<file path="config.mk">
export PLATFORM = sky130hd
export DESIGN_NAME = inner_contour_4_neighbour_flat
export DESIGN_NICKNAME = d
export VERILOG_FILES = /design/src/sv/ic4n_pkg.sv /design/src/sv/ic4n_if.sv /design/src/sv/inner_contour_4_neighbour.sv /design/src/sv/ic4n_row_store.sv /design/src/sv/ic4n_out_buf.sv /design/src/flat_wrapper.sv
export SDC_FILE = /design/constraint.sdc
export NUM_CORES = 2
export LEC_CHECK = 0
export BUFFER_PORTS_ARGS = -buffer_cell sky130_fd_sc_hd__buf_2
export CORE_UTILIZATION = 40
export DETAILED_ROUTE_END_ITERATION = 16
export PLACE_DENSITY = 0.5
export SYNTH_ARGS = -nofsm -noshare
export SYNTH_HDL_FRONTEND = slang
export SYNTH_SLANG_ARGS = --single-unit
</file>
<file path="constraint.sdc">
create_clock -name clock -period 45.2 [get_ports clock]
set_input_delay 9.04 -clock clock [delete_from_list [all_inputs] [get_ports clock]]
set_output_delay 9.04 -clock clock [all_outputs]
set_load 0.01 [all_outputs]
</file>
<file path="src/sv/ic4n_pkg.sv">
package ic4n_pkg;

   localparam int MAX_WIDTH  = 1024;
   localparam int MAX_HEIGHT = 1024;

   localparam int PIX_W  = 8;
   localparam int CFG_W  = 11;
   localparam int COL_W  = $clog2(MAX_WIDTH);
   localparam int WSZ_W  = $clog2(MAX_WIDTH + 1);
   localparam int HSZ_W  = $clog2(MAX_HEIGHT + 1);

   localparam logic [CFG_W-1:0] LINE_WIDTH_RESET    = CFG_W'(512);
   localparam logic [CFG_W-1:0] FRAME_HEIGHT_RESET  = CFG_W'(512);
   localparam logic [PIX_W-1:0] CONTOUR_VALUE_RESET = PIX_W'(255);

   typedef enum logic [1:0] {
      CSR_LINE_WIDTH    = 2'd0,
      CSR_FRAME_HEIGHT  = 2'd1,
      CSR_CONTOUR_VALUE = 2'd2
   } csr_index_type;

   typedef struct packed {
      logic [PIX_W-1:0] contour_pixel;
      logic             end_of_row;
      logic             end_of_frame;
   } rsp_type;

   // write and read-address side of the row flag store
   typedef struct packed {
      logic             mid_we;
      logic             up_we;
      logic [COL_W-1:0] wr_addr;
      logic             mid_bit;
      logic             up_bit;
      logic [COL_W-1:0] rd_addr;
   } flag_access_type;

   typedef struct packed {
      logic centre;
      logic right;
      logic above;
   } flag_read_type;

   function automatic logic [WSZ_W-1:0] clamp_width(input logic [CFG_W-1:0] v);
      logic [WSZ_W-1:0] r;
      if (v == '0) begin
         r = WSZ_W'(1);
      end else if (32'(v) > MAX_WIDTH) begin
         r = WSZ_W'(MAX_WIDTH);
      end else begin
         r = WSZ_W'(v);
      end
      return r;
   endfunction

   function automatic logic [HSZ_W-1:0] clamp_height(input logic [CFG_W-1:0] v);
      logic [HSZ_W-1:0] r;
      if (v == '0) begin
         r = HSZ_W'(1);
      end else if (32'(v) > MAX_HEIGHT) begin
         r = HSZ_W'(MAX_HEIGHT);
      end else begin
         r = HSZ_W'(v);
      end
      return r;
   endfunction

endpackage

</file>
<file path="src/sv/ic4n_if.sv">
interface ic4n_req_if;
   import ic4n_pkg::*;

   logic             valid;
   logic             ready;
   logic [PIX_W-1:0] pixel_value;
   logic             flush;

   modport source (output valid, output pixel_value, output flush, input ready);
   modport sink   (input valid, input pixel_value, input flush, output ready);
endinterface

interface ic4n_rsp_if;
   import ic4n_pkg::*;

   logic             valid;
   logic             ready;
   logic [PIX_W-1:0] contour_pixel;
   logic             end_of_row;
   logic             end_of_frame;

   modport source (output valid, output contour_pixel, output end_of_row,
                   output end_of_frame, input ready);
   modport sink   (input valid, input contour_pixel, input end_of_row,
                   input end_of_frame, output ready);
endinterface

</file>
<file path="src/sv/inner_contour_4_neighbour.sv">
// Inner contour of a binary mask, 4-connected, streaming.
// req_chan carries one mask pixel per request in raster order (nonzero means
// inside the object); rsp_chan returns one result per pixel: contour_value on
// pixels that are set and touch a zero 4-neighbour inside the image, else 0,
// with end_of_row / end_of_frame marks.
// A pixel's result is computed when the pixel below it arrives, so the first
// row yields nothing and the caller sends one row of flush requests after the
// last row to drain it. A flush request during a pixel row is dropped.
// Throughput is one request per cycle while the output buffer has space; a
// result is registered and shown on rsp_chan behind any result still held.
// Row flags live in two 1-bit RAMs read every cycle one step ahead of the
// pixel stream, with write forwarding for narrow images.
// A two-entry output buffer keeps req_chan.ready high while one result waits;
// req_chan.ready drops only when both entries are held by a stalled receiver.
// Reset clears the position counters and the output buffer and loads the
// default size 512 x 512 and contour value 255; the row RAMs are not cleared.
// csr_* writes take effect at once and are to be done between frames.
module inner_contour_4_neighbour (
   input  logic                         clock,
   input  logic                         reset,
   ic4n_req_if.sink                     req_chan,
   ic4n_rsp_if.source                   rsp_chan,
   input  logic                         csr_wr_en,
   input  ic4n_pkg::csr_index_type      csr_index,
   input  logic [ic4n_pkg::CFG_W-1:0]   csr_wr_data
);
   import ic4n_pkg::*;

   logic [CFG_W-1:0] line_width_ff;
   logic [CFG_W-1:0] line_width_in;
   logic [CFG_W-1:0] frame_height_ff;
   logic [CFG_W-1:0] frame_height_in;
   logic [PIX_W-1:0] contour_value_ff;
   logic [PIX_W-1:0] contour_value_in;
   logic [COL_W-1:0] col_ff;
   logic [COL_W-1:0] col_in;
   logic [HSZ_W-1:0] row_ff;
   logic [HSZ_W-1:0] row_in;
   logic             left_ff;

   logic [WSZ_W-1:0] w;
   logic [WSZ_W-1:0] w_next;
   logic [HSZ_W-1:0] h;
   logic [COL_W-1:0] x;
   logic [COL_W-1:0] next_x;
   logic [HSZ_W-1:0] row;
   logic             accept;
   logic             act;
   logic             last_col;
   logic             pix;
   logic             n_above;
   logic             n_below;
   logic             n_left;
   logic             n_right;
   logic             is_edge;
   logic             space;
   logic             push;

   flag_access_type  acc;
   flag_read_type    rd;
   rsp_type          result;

   // configuration registers
   always_comb begin
      line_width_in    = line_width_ff;
      frame_height_in  = frame_height_ff;
      contour_value_in = contour_value_ff;
      if (csr_wr_en) begin
         unique case (csr_index)
            CSR_LINE_WIDTH:    line_width_in    = csr_wr_data;
            CSR_FRAME_HEIGHT:  frame_height_in  = csr_wr_data;
            CSR_CONTOUR_VALUE: contour_value_in = csr_wr_data[PIX_W-1:0];
            default: ;
         endcase
      end
   end

   // current position, clamped to the configured size
   assign w   = clamp_width(line_width_ff);
   assign h   = clamp_height(frame_height_ff);
   assign x   = (WSZ_W'(col_ff) >= w) ? COL_W'(w - WSZ_W'(1)) : col_ff;
   assign row = (row_ff > h) ? h : row_ff;

   assign req_chan.ready = space;
   assign accept   = req_chan.valid && req_chan.ready;
   // drop a flush during a pixel row
   assign act      = accept && !(row < h && req_chan.flush);
   assign last_col = (WSZ_W'(x) == w - WSZ_W'(1));
   assign pix      = (row < h) && (req_chan.pixel_value != '0);

   always_comb begin
      col_in = col_ff;
      row_in = row_ff;
      if (act) begin
         if (last_col) begin
            col_in = '0;
            row_in = (row == h) ? '0 : row + HSZ_W'(1);
         end else begin
            col_in = x + COL_W'(1);
            row_in = row;
         end
      end
   end

   // read address for the next request, seen through the next size setting
   assign w_next = clamp_width(line_width_in);
   assign next_x = (WSZ_W'(col_in) >= w_next) ? COL_W'(w_next - WSZ_W'(1)) : col_in;

   always_comb begin
      acc.mid_we  = act;
      acc.up_we   = act && (row != '0);
      acc.wr_addr = x;
      acc.mid_bit = pix;
      acc.up_bit  = rd.centre;
      acc.rd_addr = next_x;
   end

   ic4n_row_store u_row_store (
      .clock (clock),
      .acc   (acc),
      .rd    (rd)
   );

   // neighbours outside the image count as set
   assign n_above = (row >= HSZ_W'(2)) ? rd.above : 1'b1;
   assign n_below = (row < h) ? pix : 1'b1;
   assign n_left  = (x != '0) ? left_ff : 1'b1;
   assign n_right = ((WSZ_W'(x) + WSZ_W'(1)) < w) ? rd.right : 1'b1;
   assign is_edge = rd.centre && !(n_above && n_below && n_left && n_right);

   assign push                 = act && (row != '0);
   assign result.contour_pixel = is_edge ? contour_value_ff : '0;
   assign result.end_of_row    = last_col;
   assign result.end_of_frame  = last_col && (row == h);

   ic4n_out_buf u_out_buf (
      .clock     (clock),
      .reset     (reset),
      .push      (push),
      .push_data (result),
      .space     (space),
      .rsp_chan  (rsp_chan)
   );

   always_ff @(posedge clock) begin
      if (reset) begin
         line_width_ff    <= LINE_WIDTH_RESET;
         frame_height_ff  <= FRAME_HEIGHT_RESET;
         contour_value_ff <= CONTOUR_VALUE_RESET;
         col_ff           <= '0;
         row_ff           <= '0;
      end else begin
         line_width_ff    <= line_width_in;
         frame_height_ff  <= frame_height_in;
         contour_value_ff <= contour_value_in;
         col_ff           <= col_in;
         row_ff           <= row_in;
      end
   end

   // hold the centre flag of this pixel as the left neighbour of the next
   always_ff @(posedge clock) begin
      if (push) begin
         left_ff <= rd.centre;
      end
   end

endmodule

</file>
<file path="src/sv/ic4n_row_store.sv">
module ic4n_row_store (
   input  logic                      clock,
   input  ic4n_pkg::flag_access_type acc,
   output ic4n_pkg::flag_read_type   rd
);
   import ic4n_pkg::*;

   logic mid_mem [MAX_WIDTH];
   logic up_mem  [MAX_WIDTH];

   logic [COL_W-1:0] rd_next;
   logic             centre_ff;
   logic             right_ff;
   logic             above_ff;

   // right neighbour sits one entry ahead; wraps harmlessly on the last column
   assign rd_next = acc.rd_addr + COL_W'(1);

   always_ff @(posedge clock) begin
      if (acc.mid_we) begin
         mid_mem[acc.wr_addr] <= acc.mid_bit;
      end
      if (acc.up_we) begin
         up_mem[acc.wr_addr] <= acc.up_bit;
      end
   end

   // read every cycle; forward the write of the same edge on an address match
   always_ff @(posedge clock) begin
      if (acc.mid_we && acc.wr_addr == acc.rd_addr) begin
         centre_ff <= acc.mid_bit;
      end else begin
         centre_ff <= mid_mem[acc.rd_addr];
      end
      if (acc.mid_we && acc.wr_addr == rd_next) begin
         right_ff <= acc.mid_bit;
      end else begin
         right_ff <= mid_mem[rd_next];
      end
      if (acc.up_we && acc.wr_addr == acc.rd_addr) begin
         above_ff <= acc.up_bit;
      end else begin
         above_ff <= up_mem[acc.rd_addr];
      end
   end

   assign rd.centre = centre_ff;
   assign rd.right  = right_ff;
   assign rd.above  = above_ff;

endmodule

</file>
<file path="src/sv/ic4n_out_buf.sv">
module ic4n_out_buf (
   input  logic              clock,
   input  logic              reset,
   input  logic              push,
   input  ic4n_pkg::rsp_type push_data,
   output logic              space,
   ic4n_rsp_if.source        rsp_chan
);
   import ic4n_pkg::*;

   rsp_type    entry_ff [2];
   logic       wr_ptr_ff;
   logic       wr_ptr_in;
   logic       rd_ptr_ff;
   logic       rd_ptr_in;
   logic [1:0] count_ff;
   logic [1:0] count_in;
   logic       pop;
   rsp_type    head;

   assign space = (count_ff != 2'd2);
   assign pop   = rsp_chan.valid && rsp_chan.ready;
   assign head  = entry_ff[rd_ptr_ff];

   assign rsp_chan.valid         = (count_ff != 2'd0);
   assign rsp_chan.contour_pixel = head.contour_pixel;
   assign rsp_chan.end_of_row    = head.end_of_row;
   assign rsp_chan.end_of_frame  = head.end_of_frame;

   always_comb begin
      wr_ptr_in = push ? ~wr_ptr_ff : wr_ptr_ff;
      rd_ptr_in = pop ? ~rd_ptr_ff : rd_ptr_ff;
      count_in  = count_ff;
      if (push && !pop) begin
         count_in = count_ff + 2'd1;
      end else if (pop && !push) begin
         count_in = count_ff - 2'd1;
      end
   end

   always_ff @(posedge clock) begin
      if (reset) begin
         wr_ptr_ff <= 1'b0;
         rd_ptr_ff <= 1'b0;
         count_ff  <= 2'd0;
      end else begin
         wr_ptr_ff <= wr_ptr_in;
         rd_ptr_ff <= rd_ptr_in;
         count_ff  <= count_in;
      end
   end

   always_ff @(posedge clock) begin
      if (push) begin
         entry_ff[wr_ptr_ff] <= push_data;
      end
   end

endmodule
</file>
<file path="src/flat_wrapper.sv">
// flat-port wrapper written by rule: the top's interface ports become plain ports
module inner_contour_4_neighbour_flat import ic4n_pkg::*;
  (clock, reset, csr_wr_en, csr_index, csr_wr_data, req_chan_valid, req_chan_pixel_value, req_chan_flush, req_chan_ready, rsp_chan_valid, rsp_chan_contour_pixel, rsp_chan_end_of_row, rsp_chan_end_of_frame, rsp_chan_ready);
  ic4n_req_if req_chan_i ();
  ic4n_rsp_if rsp_chan_i ();
  input  logic clock;
  input  logic reset;
  input  logic csr_wr_en;
  input  ic4n_pkg::csr_index_type csr_index;
  input  logic [ic4n_pkg::CFG_W-1:0] csr_wr_data;
  input wire logic [$bits(req_chan_i.valid)-1:0] req_chan_valid;
  input wire logic [$bits(req_chan_i.pixel_value)-1:0] req_chan_pixel_value;
  input wire logic [$bits(req_chan_i.flush)-1:0] req_chan_flush;
  output wire logic [$bits(req_chan_i.ready)-1:0] req_chan_ready;
  output wire logic [$bits(rsp_chan_i.valid)-1:0] rsp_chan_valid;
  output wire logic [$bits(rsp_chan_i.contour_pixel)-1:0] rsp_chan_contour_pixel;
  output wire logic [$bits(rsp_chan_i.end_of_row)-1:0] rsp_chan_end_of_row;
  output wire logic [$bits(rsp_chan_i.end_of_frame)-1:0] rsp_chan_end_of_frame;
  input wire logic [$bits(rsp_chan_i.ready)-1:0] rsp_chan_ready;
  assign req_chan_i.valid = req_chan_valid;
  assign req_chan_i.pixel_value = req_chan_pixel_value;
  assign req_chan_i.flush = req_chan_flush;
  assign req_chan_ready = req_chan_i.ready;
  assign rsp_chan_valid = rsp_chan_i.valid;
  assign rsp_chan_contour_pixel = rsp_chan_i.contour_pixel;
  assign rsp_chan_end_of_row = rsp_chan_i.end_of_row;
  assign rsp_chan_end_of_frame = rsp_chan_i.end_of_frame;
  assign rsp_chan_i.ready = rsp_chan_ready;
  inner_contour_4_neighbour u_core (.clock(clock), .reset(reset), .req_chan(req_chan_i), .rsp_chan(rsp_chan_i), .csr_wr_en(csr_wr_en), .csr_index(csr_index), .csr_wr_data(csr_wr_data));
endmodule
</file>
Word-level counts from Yosys, hierarchy flattened
Memory sizes are Yosys's and may differ from the RTL's. A register that Yosys moved wholly into a read port is not among the register bits.
Index checks and enable logic that the tools add are counted.
{ "classes": {"add_sub_neg": 8, "n_bitwise": 2, "n_div": 0, "n_eq_ne": 5, "n_shift": 0, "mux": 28, "magnitude_cmp": 9, "reduce_logical": 28, "n_mul": 0} }
{ "op_table": {"columns": ["operator", "count"], "rows": [
  ["two-way mux 11 bit", 11],
  ["two-way mux 10 bit", 4],
  ["> comparator 11 bit (second input constant)", 3],
  ["logical NOT 11 bit", 3],
  [">= comparator 10 x 11 -> 1 bit", 2],
  ["less-than comparator 11 bit", 2],
  ["adder 10 x 1 -> 10 bit (second input constant)", 2],
  ["logical AND 1 bit", 13],
  ["adder 10 x 1 -> 11 bit (second input constant)", 1],
  ["adder 11 x 1 -> 11 bit (second input constant)", 1],
  ["== test 10 x 11 -> 1 bit", 1],
  ["== test 11 bit", 1],
  [">= comparator 11 x 2 -> 1 bit (second input constant)", 1],
  ["> comparator 11 bit", 1],
  ["nonzero test 11 bit", 1],
  ["subtractor 11 x 1 -> 11 bit (second input constant)", 1],
  ["two-way mux 1 bit", 10],
  ["nonzero test 10 bit", 1],
  ["subtractor 10 x 1 -> 10 bit (second input constant)", 1],
  ["two-way mux 8 bit", 1],
  ["nonzero test 8 bit", 1],
  ["logical NOT 1 bit", 4],
  ["two-way mux 2 bit", 2],
  ["AND reduction 2 bit", 2],
  ["8 further kinds", 10]
]} }
{ "totals": {"in_bits": 27, "wordCells": 92, "reg_bits": 56, "rom_bits": 0, "mem_bits_rw": 2068, "memories": 3, "latchBits": 0} }
{ "mem_list": {"columns": ["memory", "words", "width", "read_ports", "rd_ports_with_merged_regs", "write_ports", "line_no", "text"], "rows": [
  ["u_core.u_row_store.mid_mem", 1024, 1, 2, 2, 1, "ic4n_row_store.sv:8", "logic mid_mem [MAX_WIDTH];"],
  ["u_core.u_row_store.up_mem", 1024, 1, 1, 1, 1, "ic4n_row_store.sv:9", "logic up_mem [MAX_WIDTH];"],
  ["u_core.u_out_buf.entry_ff", 2, 10, 1, 1, 1, "ic4n_out_buf.sv:11", "rsp_type entry_ff [2];"]
]} }

Depth between registers and ports, before layout
{ "depth": {"ltp_word": 14, "mapped_depth": 39, "mapped_depth_nobuf": 36} }

Hierarchy
From an unflattened synthesis, not the netlist that was laid out.
{ "unflattened": {"cells_unflattened": 7632, "hier_area_um2": 104006.0} }
{ "modules_own_cells": {"columns": ["module", "cells_per_inst", "instances", "area_per_inst_um2"], "rows": [
  ["ic4n_row_store", 6860, 1, 97621.1],
  ["inner_contour_4_neighbour", 719, 1, 5457.7],
  ["ic4n_out_buf", 53, 1, 927.1]
]} }

Worst setup path after synthesis
OpenSTA, ideal clock, no wires.
{ "synth_timing": {"path_kind": "input -> register", "startpoint": "input port req_chan_pixel_value[0]", "endpoint": "memory u_core.u_row_store.mid_mem[0], data pin", "arrival_time_ps": 36295, "path_stages": 2, "path_buffers": 0, "setup_time_ps": 5695, "slack_ps": 3210, "required_time_ps": 39505, "path_cell_list": "nor4_1 -> a21oi_1"} }
{ "synth_rtl": {"columns": ["element", "line_no", "text"], "rows": [
  ["start, declared", "flat_wrapper.sv:12", "input wire logic [$bits(req_chan_i.pixel_value)-1:0] req_chan_pixel_value;"],
  ["end, declared", "ic4n_row_store.sv:8", null]
]} }

==> out/qor.log <==
qor: worst_setup_path.worst-r2r-setup-slack 36220 ps
qor: logic_synthesis.syn_area_per_cell 15.1 um2
qor: clock_tree.numCtsBuffers 230
qor: status.outcome finished, final reports clean
qor: worst_setup_path.crit_path_max_fanout 22
qor: cells_and_area.drive_gt1_frac 0.236
qor: global_routing.grt_util_overall 0.243
qor: logic_synthesis.synth.cells.most_frequent sky130_fd_sc_hd__nor2_1, sky130_fd_sc_hd__edfxtp_1, sky130_fd_sc_hd__mux4_2, sky130_fd_sc_hd__clkbuf_1, sky130_fd_sc_hd__nand2_1
qor: logic_synthesis.ys_top_cells_by_area sky130_fd_sc_hd__edfxtp_1, sky130_fd_sc_hd__mux4_2, sky130_fd_sc_hd__nor2_1, sky130_fd_sc_hd__clkbuf_1, sky130_fd_sc_hd__dfxtp_1
qor: detailed_routing.detailedRoute.firstPassIterationCount 6
qor: floorplan.floorplan.rows 185
qor: worst_setup_path.crit_path_max_incr_delay 420 ps
qor: worst_hold_path.min_path_type flop to flop
qor: detailed_routing.post_drt_via_cell_ratio 6.00
qor: worst_setup_path.crit_path_start_kind input pin
qor: logic_synthesis.async_flop_share 0
qor: cells_and_area.post-route-cell-area 0.113 mm2
qor: sta.final_max_slew_viol_count 0
qor: worst_setup_path.crit_chain buf_2, nor3b_2, buf_4, mux2i_1, o2111ai_1, a21oi_1, ha_1, nand2b_1, a21o_1, a21o_1, a21oi_1, nor2_1, a21oi_1, o21a_1, o221ai_2, o2bb2ai_2, mux2_2, inv_2, ha_1, nand3b_1, xnor2_1
qor: clock_tree.postCtsHoldBufs 0
qor: floorplan.io-pin-count 39
qor: worst_setup_path.worst_setup_path_startpoint csr_index[1]
qor: detailed_routing.drtAntennaViolNets 0
qor: detailed_routing.wl_per_cell 31.2 um
qor: worst_setup_path.critical-path-slowest-cell sky130_fd_sc_hd__mux2_2
qor: flow_run.drv.max_cap_violation_count 0
qor: cells_and_area.nNetsFinal 6593
qor: floorplan.design.core.area 0.254 mm2
qor: logic_synthesis.synth.cell_area 0.102 mm2
qor: clock_tree.cts.sink_count 2145
qor: worst_setup_path.timing.setup.critical_path_class input pin to flop
qor: sta.timing.max_slew.rel_slack 0.131
qor: pwr.vdd_ir_drop_max 0.000147 V
qor: sta.setup-violations-final 0
qor: placed_design.hpwlAfterDp 162 mm
qor: detailed_routing.drt_total_wl 313 mm
qor: worst_setup_path.endpoint_kind flop
qor: sta.finalClockSkew 69.1 ps
qor: logic_synthesis.synthFlopType sky130_fd_sc_hd__edfxtp_1
qor: global_routing.vias_in_the_first_global_route 60900
qor: worst_setup_path.regToRegEndpoint u_core.u_row_store.up_mem[461]
qor: cells_and_area.areaGrowthSynthToFinish 10.3%
qor: cells_and_area.final_cell_count_without_fillers 10100
qor: placed_design.placed_cell_area 0.106 mm2
qor: clock_tree.count_of_cells_resized_by_post_cts_repair 0
qor: global_routing.grt_pass1_wl 448 mm
qor: global_routing.globalRoute.totalOverflow 0
qor: clock_tree.root_buffer sky130_fd_sc_hd__clkbuf_16
qor: logic_synthesis.netlist-cell-type-count 77
qor: sta.layout_min_cycle_time 12640 ps
qor: worst_setup_path.crit_top_cell sky130_fd_sc_hd__a21oi_1
qor: worst_setup_path.worst_r2r_path_depth 11
qor: logic_synthesis.synth-edff-count 2069
qor: worst_hold_path.hold_path_depth 2
qor: sta.period_share 0.280
qor: detailed_routing.via_count 60400
qor: placed_design.port_buffers 38
qor: clock_tree.clk_pin_slew 60 ps
qor: sta.grt_setup_unrepaired no
qor: sta.worstMarginPinSlew 1300 ps
qor: clock_tree.worst_skew_pair.late_latency 900 ps
qor: sta.number_of_hold_violations_in_the_final_report 0
qor: logic_synthesis.post-synth-top-area-cell sky130_fd_sc_hd__edfxtp_1
qor: clock_tree.cts.repair_timing.setup_buffer_count 0
qor: clock_tree.cts_tree done
qor: pwr.leakage 0.0329 uW
qor: logic_synthesis.synthesis.instances 6758
qor: global_routing.grt_max_degree 278
qor: floorplan.floorplan.die.width 508 um
qor: sta.maxClockFrequency 79.1 MHz
qor: logic_synthesis.yosys.cell_count.top_type sky130_fd_sc_hd__nor2_1
qor: global_routing.antenna_found_initial 20
qor: floorplan.design.die.area 0.258 mm2
qor: logic_synthesis.top_cell_type_s_share_of_synthesized_area 0.608
qor: floorplan.initial_core_utilization 0.402
qor: detailed_routing.drt_first_iter_violations 7277
qor: clock_tree.cts_max_level 4
qor: floorplan.die_height 508 um
qor: sta.timing.setup.tns 0 ps
qor: clock_tree.maximum_number_of_buffers_from_clock_root_to_sink 3
qor: worst_hold_path.hold_path_end u_core.contour_value_ff[3]
qor: placed_design.number_of_cells_in_the_design_after_placement 9638
qor: worst_setup_path.timing.critical_path.arrival 13380 ps
qor: worst_setup_path.required 45940 ps
qor: worst_hold_path.worstHoldStart u_core.contour_value_ff[3]
qor: logic_synthesis.synth.yosys.seq_area_share 0.622
qor: logic_synthesis.syn-num-nets 6847
qor: logic_synthesis.synth-warning-count 0
qor: pwr.p_per_area 61.8 mW/mm2
qor: logic_synthesis.synth_seq_cells 2145
qor: detailed_routing.remaining_drc_errors 0
qor: placed_design.routabilityCongestion 0.838
[sequential cells by signal, summed over array words and instances, names as in the netlist, named ones only]
signal	count
u_core.row_ff	11
u_core.line_width_ff	11
u_core.u_row_store.mid_mem	1024
u_core.contour_value_ff	8
u_core.u_out_buf.entry_ff	20
u_core.u_out_buf.wr_ptr_ff	1
u_core.u_row_store.up_mem	1024
u_core.col_ff	10
u_core.frame_height_ff	11
u_core.u_out_buf.count_ff	2
u_core.left_ff	1
u_core.u_out_buf.rd_ptr_ff	1
[cell families (layout without fill, tap and decap cells)]
family / count (synthesis) / after routing / share of synthesized area
AO/OA/AOI/OAI: 190 / 190 / 0.0127
XOR/XNOR: 36 / 36 / 0.00308
adder cells (fa/ha/maj): 62 / 62 / 0.00759
buffers and inverters: 707 / 642 / 0.0272
flip-flops: 2145 / 2145 / 0.622
multiplexers: 1069 / 1069 / 0.228
other: 0 / 3 / 0
AND/OR/NAND/NOR: 2549 / 2549 / 0.0991
[critical path: cells and delay by family]
family	cells	cell delay (ps)
compound gates	9	1890
xor+xnor	1	150
fa+ha+maj	2	560
buf+inv	3	440
mux	2	790
simple gates	4	510
[report_power, final]
group / switching, uW / internal, uW / leakage (uW)
Combinational: 1390 / 924 / 0.0104
Clock: 821 / 1020 / 0.00350
Sequential: 69.9 / 2750 / 0.0190
Total: 2280 / 4700 / 0.0329
[cell usage in the layout, fill, tap and decap left out, drive strengths merged, types with 5 or more instances in the layout]
| cell type | Yosys | layout |
|---|---|---|
| or3 | 5 | 5 |
| mux2 | 20 | 20 |
| a21oi | 51 | 51 |
| a21o | 8 | 8 |
| bufinv | 0 | 14 |
| o21ai | 32 | 32 |
| nor4 | 15 | 15 |
| nand3 | 65 | 65 |
| nand4 | 10 | 10 |
| clkinvlp | 0 | 5 |
| mux4 | 1003 | 1003 |
| dfxtp | 76 | 76 |
| and3 | 8 | 8 |
| edfxtp | 2069 | 2069 |
| nand2 | 174 | 174 |
| buf | 120 | 177 |
| nor3b | 9 | 9 |
| xor2 | 18 | 18 |
| o22ai | 6 | 6 |
| and2 | 22 | 22 |
| xnor2 | 18 | 18 |
| or2 | 7 | 7 |
| a31oi | 12 | 12 |
| ha | 62 | 62 |
| nand2b | 11 | 11 |
| inv | 44 | 47 |
| nor2 | 2159 | 2159 |
| nand3b | 16 | 16 |
| clkinv | 0 | 115 |
| o21a | 12 | 12 |
| a22o | 6 | 6 |
| a22oi | 22 | 22 |
| nor3 | 16 | 16 |
| clkbuf | 543 | 284 |
| nor2b | 16 | 16 |
| o31ai | 10 | 10 |
| mux2i | 46 | 46 |
| or4 | 6 | 6 |
[per-stage QoR]
stage | hold WS, ps | utilization | power [uW] | worst slack, ps
2_1_floorplan | 429 | - | 4730 | 3210
3_3_place_gp | 443 | 0.415 | 5180 | 31580
3_5_place_dp | 448 | 0.415 | 5210 | 31680
4_1_cts | 461 | 0.444 | 7040 | 32570
5_1_grt | 492 | 0.444 | 7240 | 32260
6_report | 459 | 0.444 | 6980 | 32560
[per-layer routing]
layer / global-route usage / up-vias / wire, um
li1: - / 25100 / -
met1: 0.334 / 32700 / 130000
met2: 0.401 / 2193 / 153000
met3: 0.0416 / 439 / 22500
met4: 0.0654 / 4 / 8130
met5: 0 / - / 21
[worst max-delay path by stage]
stage                     cells after the start  slack (ps)                       endpoint
final                                        21       32560                           flop
after global routing                         21       32260                           flop
after CTS                                    21       32570                           flop
after detailed placement                     21       31680                           flop
after global placement                       21       31580                           flop
after floorplan                               2        3210  u_core.u_row_store.mid_mem[0]
[final cells by class]
class / count / area, um2
multi-input combinational: 3906 / 36200
antenna: 3 / 7.51
fill: 22700 / 141000
clock inverter: 137 / 1270
clock buffer: 284 / 5990
tap: 3366 / 4210
sequential: 2145 / 63700
inverter: 44 / 165
timing repair buffer: 177 / 1310
Note: power is estimated with default switching activity, not from simulation.
